--- config.mk ---
export PLATFORM = sky130hd
export DESIGN_NAME = calorimeter_ring_cluster_accumulator_top
export DESIGN_NICKNAME = d
export VERILOG_FILES = /design/src/design/crca_pkg.sv /design/src/design/crca_front.sv /design/src/design/crca_queue.sv /design/src/design/crca_back.sv /design/src/design/calorimeter_ring_cluster_accumulator_top.sv
export SDC_FILE = /design/constraint.sdc
export NUM_CORES = 2
export LEC_CHECK = 0
export BUFFER_PORTS_ARGS = -buffer_cell sky130_fd_sc_hd__buf_2
export CORE_MARGIN = 2
export CORE_UTILIZATION = 45
export CTS_CLUSTER_SIZE = 24
export DETAILED_ROUTE_END_ITERATION = 10
export MAX_ROUTING_LAYER = met4
export PLACE_DENSITY = 0.57
export SKIP_CTS_REPAIR_TIMING = 1
export SYNTH_ARGS = -nofsm -noshare
export SYNTH_HDL_FRONTEND = slang
export SYNTH_SLANG_ARGS = --single-unit
--- constraint.sdc ---
create_clock -name i_clk -period 7.85 [get_ports i_clk]
set_input_delay 0.3925 -clock i_clk [delete_from_list [all_inputs] [get_ports i_clk]]
set_output_delay 0.3925 -clock i_clk [all_outputs]
set_load 0.01 [all_outputs]
--- src/design/crca_pkg.sv ---
// Package for the calorimeter ring cluster accumulator.
// Holds shared constants and the front-to-back command type; no dependencies.
`default_nettype none
package crca_pkg;
    localparam int MAX_RING_DEF    = 7;
    localparam int SIGNAL_BITS_DEF = 16;

    localparam logic [1:0] ST_OK       = 2'd0;
    localparam logic [1:0] ST_UNUSABLE = 2'd1;
    localparam logic [1:0] ST_NOSTART  = 2'd2;
    localparam logic [1:0] ST_RING     = 2'd3;

    typedef enum logic [2:0] {
        S_IDLE, S_UPD, S_DIVR, S_DIVC, S_EMIT
    } t_back_state;

    // Command from front to back: the item as classified by the front part.
    typedef struct packed {
        logic        start;
        logic        apply;
        logic [1:0]  status;
        logic [7:0]  row;
        logic [7:0]  col;
        logic [7:0]  drow;
        logic [7:0]  dcol;
        logic [4:0]  ring;
        logic [23:0] sig;
    } t_cmd;
endpackage
`default_nettype wire

--- src/design/crca_front.sv ---
// Front part: accepts items and classifies them against the cluster centre.
// Depends on crca_pkg; keeps a shadow of the centre and the started flag.
`default_nettype none
module crca_front import crca_pkg::*; #(
    parameter int MAX_RING    = MAX_RING_DEF,
    parameter int SIGNAL_BITS = SIGNAL_BITS_DEF
) (
    input  wire logic        i_clk,
    input  wire logic        i_rst_n,
    input  wire logic        i_valid,
    output logic             o_stall,
    input  wire logic        i_op,
    input  wire logic [7:0]  i_module_row,
    input  wire logic [7:0]  i_module_col,
    input  wire logic [15:0] i_module_signal,
    input  wire logic        i_module_usable,
    output logic             o_cmd_valid,
    input  wire logic        i_cmd_stall,
    output t_cmd             o_cmd
);
    logic       r_started;
    logic [7:0] r_crow, r_ccol;
    logic [7:0] drow, dcol, dmax;
    t_cmd       cmd;
    logic       acc;

    assign o_cmd_valid = i_valid;
    assign o_stall     = i_cmd_stall;
    assign acc         = i_valid && !i_cmd_stall;

    always_comb begin
        drow = (r_crow > i_module_row) ? r_crow - i_module_row : i_module_row - r_crow;
        dcol = (r_ccol > i_module_col) ? r_ccol - i_module_col : i_module_col - r_ccol;
        dmax = (dcol > drow) ? dcol : drow;
        cmd        = '0;
        cmd.row    = i_module_row;
        cmd.col    = i_module_col;
        cmd.drow   = drow;
        cmd.dcol   = dcol;
        cmd.ring   = dmax[4:0];
        cmd.sig    = 24'(i_module_signal[SIGNAL_BITS > 16 ? 15 : SIGNAL_BITS-1:0]);
        cmd.start  = !i_op;
        if (!i_op) begin
            cmd.status = i_module_usable ? ST_OK : ST_UNUSABLE;
            cmd.apply  = i_module_usable;
        end else if (!r_started) begin
            cmd.status = ST_NOSTART;
        end else if (!i_module_usable) begin
            cmd.status = ST_UNUSABLE;
        end else if (32'(dmax) > 32'(MAX_RING)) begin
            cmd.status = ST_RING;
        end else begin
            cmd.status = ST_OK;
            cmd.apply  = 1'b1;
        end
    end
    assign o_cmd = cmd;

    always_ff @(posedge i_clk) begin
        if (!i_rst_n) begin
            r_started <= 1'b0;
            r_crow    <= '0;
            r_ccol    <= '0;
        end else if (acc && !i_op) begin
            r_started <= i_module_usable;
            r_crow    <= i_module_usable ? i_module_row : 8'd0;
            r_ccol    <= i_module_usable ? i_module_col : 8'd0;
        end
    end
endmodule
`default_nettype wire

--- src/design/crca_queue.sv ---
// Two-entry queue of classified commands between front and back parts.
// Depends on crca_pkg for the command type.
`default_nettype none
module crca_queue import crca_pkg::*; (
    input  wire logic i_clk,
    input  wire logic i_rst_n,
    input  wire logic i_valid,
    output logic      o_stall,
    input  t_cmd      i_cmd,
    output logic      o_valid,
    input  wire logic i_stall,
    output t_cmd      o_cmd
);
    t_cmd r_mem [2];
    logic r_wp, r_rp;
    logic [1:0] r_cnt;
    logic push, pop;

    assign o_stall = (r_cnt == 2'd2);
    assign o_valid = (r_cnt != 2'd0);
    assign o_cmd   = r_mem[r_rp];
    assign push    = i_valid && !o_stall;
    assign pop     = o_valid && !i_stall;

    always_ff @(posedge i_clk) begin
        if (push) r_mem[r_wp] <= i_cmd;
        if (!i_rst_n) begin
            r_wp <= 1'b0; r_rp <= 1'b0; r_cnt <= '0;
        end else begin
            if (push) r_wp <= ~r_wp;
            if (pop)  r_rp <= ~r_rp;
            r_cnt <= r_cnt + 2'(push) - 2'(pop);
        end
    end
endmodule
`default_nettype wire

--- src/design/crca_back.sv ---
// Back part: updates ring values and moments, divides, and emits results.
// Depends on crca_pkg; the ring values live in a small register array.
`default_nettype none
module crca_back import crca_pkg::*; #(
    parameter int MAX_RING = MAX_RING_DEF
) (
    input  wire logic        i_clk,
    input  wire logic        i_rst_n,
    input  wire logic        i_cmd_valid,
    output logic             o_cmd_stall,
    input  t_cmd             i_cmd,
    output logic             o_valid,
    input  wire logic        i_stall,
    output logic [3:0]       o_value_index,
    output logic [31:0]      o_value_sum,
    output logic             o_last_value,
    output logic [1:0]       o_status,
    output logic             o_module_taken,
    output logic [7:0]       o_module_count,
    output logic [7:0]       o_center_row,
    output logic [7:0]       o_center_col,
    output logic [15:0]      o_row_dispersion,
    output logic [15:0]      o_col_dispersion
);
    localparam int TOP = MAX_RING + 2;
    localparam int VB  = $clog2(TOP + 1);

    t_back_state r_state, n_state;
    t_cmd        r_cmd;
    logic [31:0] r_val [1:TOP];
    logic [VB-1:0] r_vcnt, r_emit;
    logic [7:0]  r_mcnt, r_crow, r_ccol;
    logic [31:0] r_rmom, r_cmom;
    logic [15:0] r_rdisp, r_cdisp;
    logic [1:0]  r_status;
    logic        r_taken;
    // Serial divider: restoring, one quotient bit a cycle.
    logic [40:0] r_rem;
    logic [39:0] r_quo;
    logic [5:0]  r_dcnt;
    logic [31:0] r_mul_r, r_mul_c;
    logic [47:0] pr, pc;
    logic [VB-1:0] slot;
    logic [40:0] trial;
    logic [39:0] q_next;
    logic        div_done, emit_last, acc_out;

    function automatic logic [31:0] sat_add(input logic [31:0] a, input logic [47:0] b);
        logic [48:0] s;
        s = 49'(a) + 49'(b);
        return (s > 49'h0_FFFF_FFFF) ? 32'hFFFF_FFFF : s[31:0];
    endfunction

    assign slot      = VB'(r_cmd.ring) + VB'(2);
    assign pr        = 48'(r_mul_r) * 48'(r_cmd.drow);
    assign pc        = 48'(r_mul_c) * 48'(r_cmd.dcol);
    assign trial     = {r_rem[39:0], r_quo[39]} - {9'd0, r_val[1]};
    assign q_next    = {r_quo[38:0], !trial[40]};
    assign div_done  = (r_dcnt == 6'd0);
    assign emit_last = (r_vcnt == 0) || (r_emit == r_vcnt);
    assign acc_out   = o_valid && !i_stall;

    assign o_cmd_stall = (r_state != S_IDLE);

    always_comb begin
        n_state = r_state;
        unique case (r_state)
            S_IDLE: if (i_cmd_valid) n_state = S_UPD;
            S_UPD:  n_state = S_DIVR;
            S_DIVR: if (div_done) n_state = S_DIVC;
            S_DIVC: if (div_done) n_state = S_EMIT;
            S_EMIT: if (acc_out && emit_last) n_state = S_IDLE;
            default: n_state = S_IDLE;
        endcase
    end

    always_comb begin
        o_valid          = (r_state == S_EMIT);
        o_value_index    = (r_vcnt == 0) ? 4'd0 : 4'(r_emit);
        o_value_sum      = (r_vcnt == 0) ? 32'd0 : r_val[r_emit];
        o_last_value     = emit_last;
        o_status         = r_status;
        o_module_taken   = r_taken;
        o_module_count   = r_mcnt;
        o_center_row     = r_crow;
        o_center_col     = r_ccol;
        o_row_dispersion = r_rdisp;
        o_col_dispersion = r_cdisp;
    end

    function automatic logic [15:0] sat16(input logic [39:0] q);
        return (q > 40'd65535) ? 16'hFFFF : q[15:0];
    endfunction

    always_ff @(posedge i_clk) begin
        if (!i_rst_n) begin
            r_state <= S_IDLE;
            r_vcnt  <= '0;
            r_mcnt  <= '0;
            r_crow  <= '0;
            r_ccol  <= '0;
            r_rmom  <= '0;
            r_cmom  <= '0;
        end else begin
            r_state <= n_state;
            unique case (r_state)
                S_IDLE: if (i_cmd_valid) begin
                    r_cmd    <= i_cmd;
                    // First multiplication stage: signal times distance.
                    r_mul_r  <= 32'(i_cmd.sig) * 32'(i_cmd.drow);
                    r_mul_c  <= 32'(i_cmd.sig) * 32'(i_cmd.dcol);
                end
                S_UPD: begin
                    r_status <= r_cmd.status;
                    r_taken  <= r_cmd.apply;
                    if (r_cmd.start) begin
                        r_crow <= r_cmd.apply ? r_cmd.row : 8'd0;
                        r_ccol <= r_cmd.apply ? r_cmd.col : 8'd0;
                        r_mcnt <= r_cmd.apply ? 8'd1 : 8'd0;
                        r_vcnt <= r_cmd.apply ? VB'(1) : VB'(0);
                        r_rmom <= '0;
                        r_cmom <= '0;
                        r_val[1] <= 32'(r_cmd.sig);
                    end else if (r_cmd.apply) begin
                        for (int i = 2; i <= TOP; i++) begin
                            if (VB'(i) >= slot && VB'(i) <= r_vcnt)
                                r_val[i] <= sat_add(r_val[i], 48'(r_cmd.sig));
                            else if (VB'(i) > r_vcnt && VB'(i) < slot)
                                r_val[i] <= r_val[r_vcnt];
                            else if (VB'(i) == slot)
                                r_val[i] <= sat_add(r_val[r_vcnt], 48'(r_cmd.sig));
                        end
                        r_val[1] <= sat_add(r_val[1], 48'(r_cmd.sig));
                        if (slot > r_vcnt) r_vcnt <= slot;
                        if (r_mcnt != 8'hFF) r_mcnt <= r_mcnt + 8'd1;
                        r_rmom <= sat_add(r_rmom, pr);
                        r_cmom <= sat_add(r_cmom, pc);
                    end
                    r_dcnt <= 6'd40;
                    r_rem  <= '0;
                    r_quo  <= '0;
                end
                S_DIVR, S_DIVC: begin
                    if (r_dcnt == 6'd40) begin
                        r_quo  <= {(r_state == S_DIVR) ? r_rmom : r_cmom, 8'd0};
                        r_rem  <= '0;
                        r_dcnt <= 6'd39;
                    end else begin
                        r_rem  <= trial[40] ? {r_rem[39:0], r_quo[39]} : trial;
                        r_quo  <= q_next;
                        if (div_done) begin
                            if (r_state == S_DIVR)
                                r_rdisp <= (r_vcnt == 0 || r_val[1] == 0) ? 16'd0 : sat16(q_next);
                            else
                                r_cdisp <= (r_vcnt == 0 || r_val[1] == 0) ? 16'd0 : sat16(q_next);
                            r_dcnt <= 6'd40;
                            r_emit <= VB'(1);
                        end else begin
                            r_dcnt <= r_dcnt - 6'd1;
                        end
                    end
                end
                S_EMIT: if (acc_out) r_emit <= r_emit + VB'(1);
                default: ;
            endcase
        end
    end
endmodule
`default_nettype wire

--- src/design/calorimeter_ring_cluster_accumulator_top.sv ---
// Builds one calorimeter cluster from module hits and reports all ring sums
// after each item. An item passes these steps in order: the back part takes
// the command, an update step, two serial divisions (each a load step and 40
// quotient bits) for the dispersions, then one result per stored value, or a
// single zero result if none is stored. A two-entry queue lets the front part
// keep taking items while the back part works.
// Depends on crca_pkg, crca_front, crca_queue and crca_back.
`default_nettype none
module calorimeter_ring_cluster_accumulator_top import crca_pkg::*; #(
    parameter int MAX_RING    = MAX_RING_DEF,
    parameter int SIGNAL_BITS = SIGNAL_BITS_DEF
) (
    input  wire logic        i_clk,
    input  wire logic        i_rst_n,
    input  wire logic        i_valid,
    output logic             o_stall,
    input  wire logic        i_op,
    input  wire logic [7:0]  i_module_row,
    input  wire logic [7:0]  i_module_col,
    input  wire logic [15:0] i_module_signal,
    input  wire logic        i_module_usable,
    output logic             o_valid,
    input  wire logic        i_stall,
    output logic [3:0]       o_value_index,
    output logic [31:0]      o_value_sum,
    output logic             o_last_value,
    output logic [1:0]       o_status,
    output logic             o_module_taken,
    output logic [7:0]       o_module_count,
    output logic [7:0]       o_center_row,
    output logic [7:0]       o_center_col,
    output logic [15:0]      o_row_dispersion,
    output logic [15:0]      o_col_dispersion
);
    t_cmd f_cmd, q_cmd;
    logic f_valid, f_stall, q_valid, q_stall;

    crca_front #(.MAX_RING(MAX_RING), .SIGNAL_BITS(SIGNAL_BITS)) u_front (
        .i_clk, .i_rst_n, .i_valid, .o_stall, .i_op, .i_module_row, .i_module_col,
        .i_module_signal, .i_module_usable,
        .o_cmd_valid(f_valid), .i_cmd_stall(f_stall), .o_cmd(f_cmd));

    crca_queue u_queue (
        .i_clk, .i_rst_n, .i_valid(f_valid), .o_stall(f_stall), .i_cmd(f_cmd),
        .o_valid(q_valid), .i_stall(q_stall), .o_cmd(q_cmd));

    crca_back #(.MAX_RING(MAX_RING)) u_back (
        .i_clk, .i_rst_n, .i_cmd_valid(q_valid), .o_cmd_stall(q_stall), .i_cmd(q_cmd),
        .o_valid, .i_stall, .o_value_index, .o_value_sum, .o_last_value, .o_status,
        .o_module_taken, .o_module_count, .o_center_row, .o_center_col,
        .o_row_dispersion, .o_col_dispersion);
endmodule
`default_nettype wire
Yosys cells after proc, flatten, opt, wreduce, memory -nomap -nowiden
Memory sizes are Yosys's and may differ from the RTL's. A register that Yosys moved wholly into a read port is not among the register bits. Cells that the tools add are included.

Add/sub/neg operators: 23. $mul: 4. Order comparisons: 50. Equality and inequality tests: 23. Mux-type cells: 262. Bitwise operators: 21. Reduce and logical (&&, ||, !) cells: 51.

Operators by type and width (count): 32-bit two-way mux (35); 49-bit by 32-bit greater-than comparator with 1-bit output, second input constant (12); 32-bit by 24-bit adder with 33-bit output (10); 1-bit two-way mux (187); 40-bit one-hot mux with 2 select lines (2); 40-bit two-way mux (3); 32-bit by 40-bit adder with 41-bit output (2); 32-bit by 8-bit multiplier with 40-bit output (2); 8-bit two-way mux (10); 24-bit by 8-bit multiplier with 32-bit output (2); 41-bit by 32-bit subtractor with 41-bit output (1); 40-bit by 16-bit greater-than comparator with 1-bit output, second input constant (1); 4-bit two-way mux (10); 32-bit logical NOT (1); 16-bit two-way mux (2); 8-bit subtractor (4); 8-bit greater-than comparator (3); 1-bit logical AND (21); 1-bit bitwise OR (17); 3-bit by 4-bit equality test with 1-bit output, first input constant (4); 3-bit by 4-bit >= comparator with 1-bit output, first input constant (4); 3-bit by 4-bit greater-than comparator with 1-bit output, first input constant (4); 3-bit by 4-bit <= comparator with 1-bit output, first input constant (4); 3-bit by 4-bit less-than comparator with 1-bit output, first input constant (4); 46 further kinds (89).

Flip-flop bits (word level): 369. Memory bits (writable): 402. Bits of input ports: 38. Output and inout port bits: 98. Word-level logic and storage cells: 468. Memories: 2.

Memory list: u_back.r_val (words 9, bits a word 32, read ports 11, clocked after memory_dff 2, write ports 9, line crca_back.sv:30) `logic [31:0] r_val [1:TOP];`; u_queue.r_mem (words 2, bits a word 57, read ports 1, clocked after memory_dff 1, write ports 1, line crca_queue.sv:14) `t_cmd r_mem [2];`.

Depth between registers and ports, before layout
Word-level depth: 12. Mapped depth: 24. Depth with buffers taken out: 21.

Hierarchy
From an unflattened synthesis, not the netlist that was laid out.

Cells, all modules: 8791. Area total of the unflattened synthesis: 83883.0 sq um.

Modules (own cells, without submodules): crca_back (instances 1, cells an instance 8190, area each 75917.8 sq um, seq. area each 18307.6 sq um); crca_queue (instances 1, cells an instance 229, area each 5152.4 sq um, seq. area each 4003.8 sq um); crca_front (instances 1, cells an instance 372, area each 2812.7 sq um, seq. area each 340.3 sq um).

Least setup slack after synthesis
Ideal clock, no wire load.

Kind: reg2reg. Start point: register with a tool-made name. End point: register u_back.r_mul_r[23], data pin. Setup time: 258 ps. Data arrival time: 5872 ps. Data required time: 7592 ps. Setup slack: 1720 ps. Stages on the path, launching flop included: 22. Path buffers: 3. Period minus slack after synthesis: 6130 ps. Cells stage by stage: dfxtp_1 clkbuf_1 clkbuf_1 mux2i_1 clkbuf_1 nor2_1 fa_1 fa_1 inv_1 fa_1 fa_1 inv_1 ha_1 o21ai_0 a21boi_0 o21a_1 o21ai_0 o21a_1 o21ai_0 a211o_1 a21oi_1 xnor2_1.

RTL lines: to (signal assigned) (line crca_back.sv:110) `r_mul_r <= 32'(i_cmd.sig) * 32'(i_cmd.drow);`; to (decl) (line crca_back.sv:41) `logic [31:0] r_mul_r, r_mul_c;`.

Worst setup path after layout
Start point: register u_back.r_cmd[37] (netlist bit). End point: register u_back.r_rmom[15].

Longest elaborated chain between the ends: 6.

RTL lines: from (decl) (line crca_back.sv:29) `t_cmd r_cmd;`; from (signal assigned) (line crca_back.sv:108) `r_cmd <= i_cmd;`; 32-bit by 8-bit multiplier with 40-bit output (*) (line crca_back.sv:55) `assign pr = 48'(r_mul_r) * 48'(r_cmd.drow);`; 32-bit by 40-bit adder with 41-bit output (*) (line crca_back.sv:50) `s = 49'(a) + 49'(b);`; 49-bit by 32-bit greater-than comparator with 1-bit output (line crca_back.sv:51) `return (s > 49'h0_FFFF_FFFF) ? 32'hFFFF_FFFF : s[31:0];`; 32-bit two-way mux (*) (line crca_back.sv:51); 32-bit two-way mux (*) (line crca_back.sv:124) `end else if (r_cmd.apply) begin`; 32-bit two-way mux (*) (line crca_back.sv:116) `if (r_cmd.start) begin`; to (signal assigned) (line crca_back.sv:136) `r_rmom <= sat_add(r_rmom, pr);`; to (decl) (line crca_back.sv:33) `logic [31:0] r_rmom, r_cmom;`.

Mark *: on every way between the ends. The rest lies on a longest branch, timed or not. The select of a mux whose other input is x is not followed. A chain may end at the register's enable or synchronous reset.

==> summary.txt <==
CTS tree -> done
vias in the first global route -> 58100
DR iter-0 viols -> 5445
Post-synth EDFFs -> 633
final WL -> 236 mm
syn_area_per_cell -> 9.53 um2
H-tree depth -> 3
fin crit share -> 0.853
min Tclk post-route -> 6.70 ns
Worst path top cell family by delay -> adder cells
CP max stage delay -> 1.00 ns
die height -> 405 um
Max-slew headroom -> 0.117
worst-path cell chain -> nand2_1, fa_1, inv_1, fa_1, fa_1, inv_1, fa_1, inv_1, ha_1, a21o_1, a21o_1, a221o_1, a211oi_1, a21oi_1, o31ai_1, nor4b_1, nor4_1, o21a_1, buf_4, a41oi_1
Design Area, Final -> 78900 um2
Distinct cells, synth -> 98
DR pass1 iterations -> 6
Hold Vio Cnt, Final -> 0
DRC viols -> 0
Final Max Slew Viols -> 0
Crit path arrival time -> 7.25 ns
Max Cap Viol -> 0
crit path launch type -> flip-flop
global-route wire length before repair -> 359 mm
clock skew -> 0.0819 ns
Top FF cell, synth -> edfxtp_1
FP Rows -> 146
worst path required time -> 8.40 ns
clk slew on worst S/H paths -> 0.06 ns
status -> finished, final reports clean
Setup CP Type -> flip-flop to flip-flop
dpl hpwl -> 176 mm
global-route usage over all layers -> 0.294
endpoints failing setup -> 0
Hold Crit Class -> input port to flip-flop
remaining antenna violation count -> 0
IO Port Bufs -> 135
Setup WS post-layout -> 1.15 ns
initial antenna violation count -> 5
Vias -> 59100
CP bufs+invs -> 4
Async SR Flop Fraction -> 0
CTS Buf Count -> 93
Worst Hold Slack -> 0.0480 ns
GRT overflow -> 0
Clock Tree Buf Depth -> 3
RSZ-0062 raised after global routing -> false
FF+latch count, synth -> 758
Worst-Margin Slew -> 1.32 ns
Worst setup EP type -> flip-flop
Post-Syn Instances -> 7576
critical path fanouts, max -> 32
largest net degree at the start of global routing -> 94
GP Congestion -> 0.955
critical path's slowest cell -> edfxtp_1
nets -> 8643
Die Wd -> 405 um
f_max -> 149 MHz
Layout area overhead -> 9.36%
share of cells above drive strength 1 -> 0.0828
syn nets -> 8599
sequential share of the synthesized area -> 0.298
Wirelength per Cell -> 24.1 um
Avg Vias per Cell -> 6.05
Post-Syn Area -> 72200 um2
Placement Cell Area -> 75400 um2
clk sinks -> 758
synth warn -> 0
Core Region -> 159000 um2
I/O Pins -> 136
worst skew pair latency -> 0.75 ns
Starting Density -> 0.454
die area -> 164000 um2
CP dominant cell by count -> fa_1
accumulated negative setup slack -> 0 ns
CTS root buffer -> clkbuf_16
Setup WS pre-CTS -> 1.21 ns
[flip-flops by register name, indices dropped and copies added (netlist names), 26 cells and up, named ones only]
register,count
u_back.r_cmd,56
u_back.r_cmom,32
u_back.r_mul_c,26
u_back.r_mul_r,26
u_back.r_quo,40
u_back.r_rem,40
u_back.r_rmom,32
u_back.r_val,288
u_queue.r_mem,112
[cell usage after synthesis, drive strengths merged, types with 33 or more instances]
cell	instances	area share
a211oi	212	0.022
a21boi	33	0.0035
a21o	136	0.014
a21oi	423	0.030
a221o	39	0.0054
a31oi	71	0.0062
and2	341	0.030
and3	68	0.0059
buf	65	0.0050
clkbuf	302	0.016
dfxtp	125	0.035
edfxtp	633	0.26
fa	535	0.15
ha	450	0.078
inv	842	0.044
mux2	39	0.0061
mux2i	232	0.032
mux4	61	0.019
nand2	615	0.032
nand2b	38	0.0033
nand3	132	0.0093
nand4	42	0.0038
nor2	534	0.028
nor2b	45	0.0039
nor3	81	0.0057
o21a	89	0.0093
o21ai	401	0.028
o21bai	46	0.0048
o221ai	145	0.018
o22ai	69	0.0060
xnor2	252	0.031
xor2	147	0.018
[stage by stage]
stage          std cells  utilization
2_1_floorplan       7576            -
3_3_place_gp        9565        0.474
6_report            9770        0.497
3_5_place_dp        9565        0.474
5_1_grt             9770        0.497
4_1_cts             9737        0.495
[placed cells by master (no fill, tap or decap), drive strengths merged, types with 89 or more instances in the layout]
cell and instances:
ha 450, inv 849, and2 341, fa 535, a21oi 423, clkbuf 116
a21o 136, nor2 534, o21a 89, o221ai 145, a211oi 212, xor2 147
xnor2 252, edfxtp 633, nand3 132, o21ai 401, buf 284, nand2 615
dfxtp 125, mux2i 232
[routing by layer]
layer,global-route usage,up-vias,share of wire
li1,-,26800,-
met1,0.410,29500,0.45
met2,0.440,2428,0.44
met3,0.0467,400,0.082
met4,0.0899,0,0.031
met5,-,-,0
[worst paths after layout]
kind / depth (start not counted) / from / endpoint / slack (ns)
min reg2reg: 0 / u_back.r_cmd[62] / u_back.o_status[1] / 0.42
max: 20 / u_back.r_cmd[37] / u_back.r_rmom[15] / 1.15
max reg2reg: 20 / u_back.r_cmd[37] / u_back.r_rmom[15] / 1.15
min: 3 / i_op / u_queue.r_mem[0][54] / 0.05
[worst reg2reg max path: cells and delay by family (launching register included)]
kind	cells	cell delay [ns]
adder cells (fa/ha/maj)	5	2.37
AO/OA/AOI/OAI	8	2.11
flip-flops	1	1.00
AND/OR/NAND/NOR	3	0.57
buffers and inverters	4	0.49
[area by class of cell]
class	count	area, um2
well taps	2072	2590
multi-input cells	5606	46300
inverters	845	3170
clock buffers	116	2560
repair buffers	316	2140
fillers	14800	80000
diodes	1	2.50
clock inverters	56	691
flip-flops and latches	758	21500
[logic make-up after synthesis]
family	count (synthesis)	synth area share
mux	332	0.0576
simple gates	2036	0.136
compound gates	1854	0.169
fa+ha+maj	985	0.226
buf+inv	1212	0.0647
xor+xnor	399	0.0484
flops	758	0.298
Power is left out: the tool's default activity adds up to more than one toggle a clock period on the data nets, which glitch-free logic cannot reach.
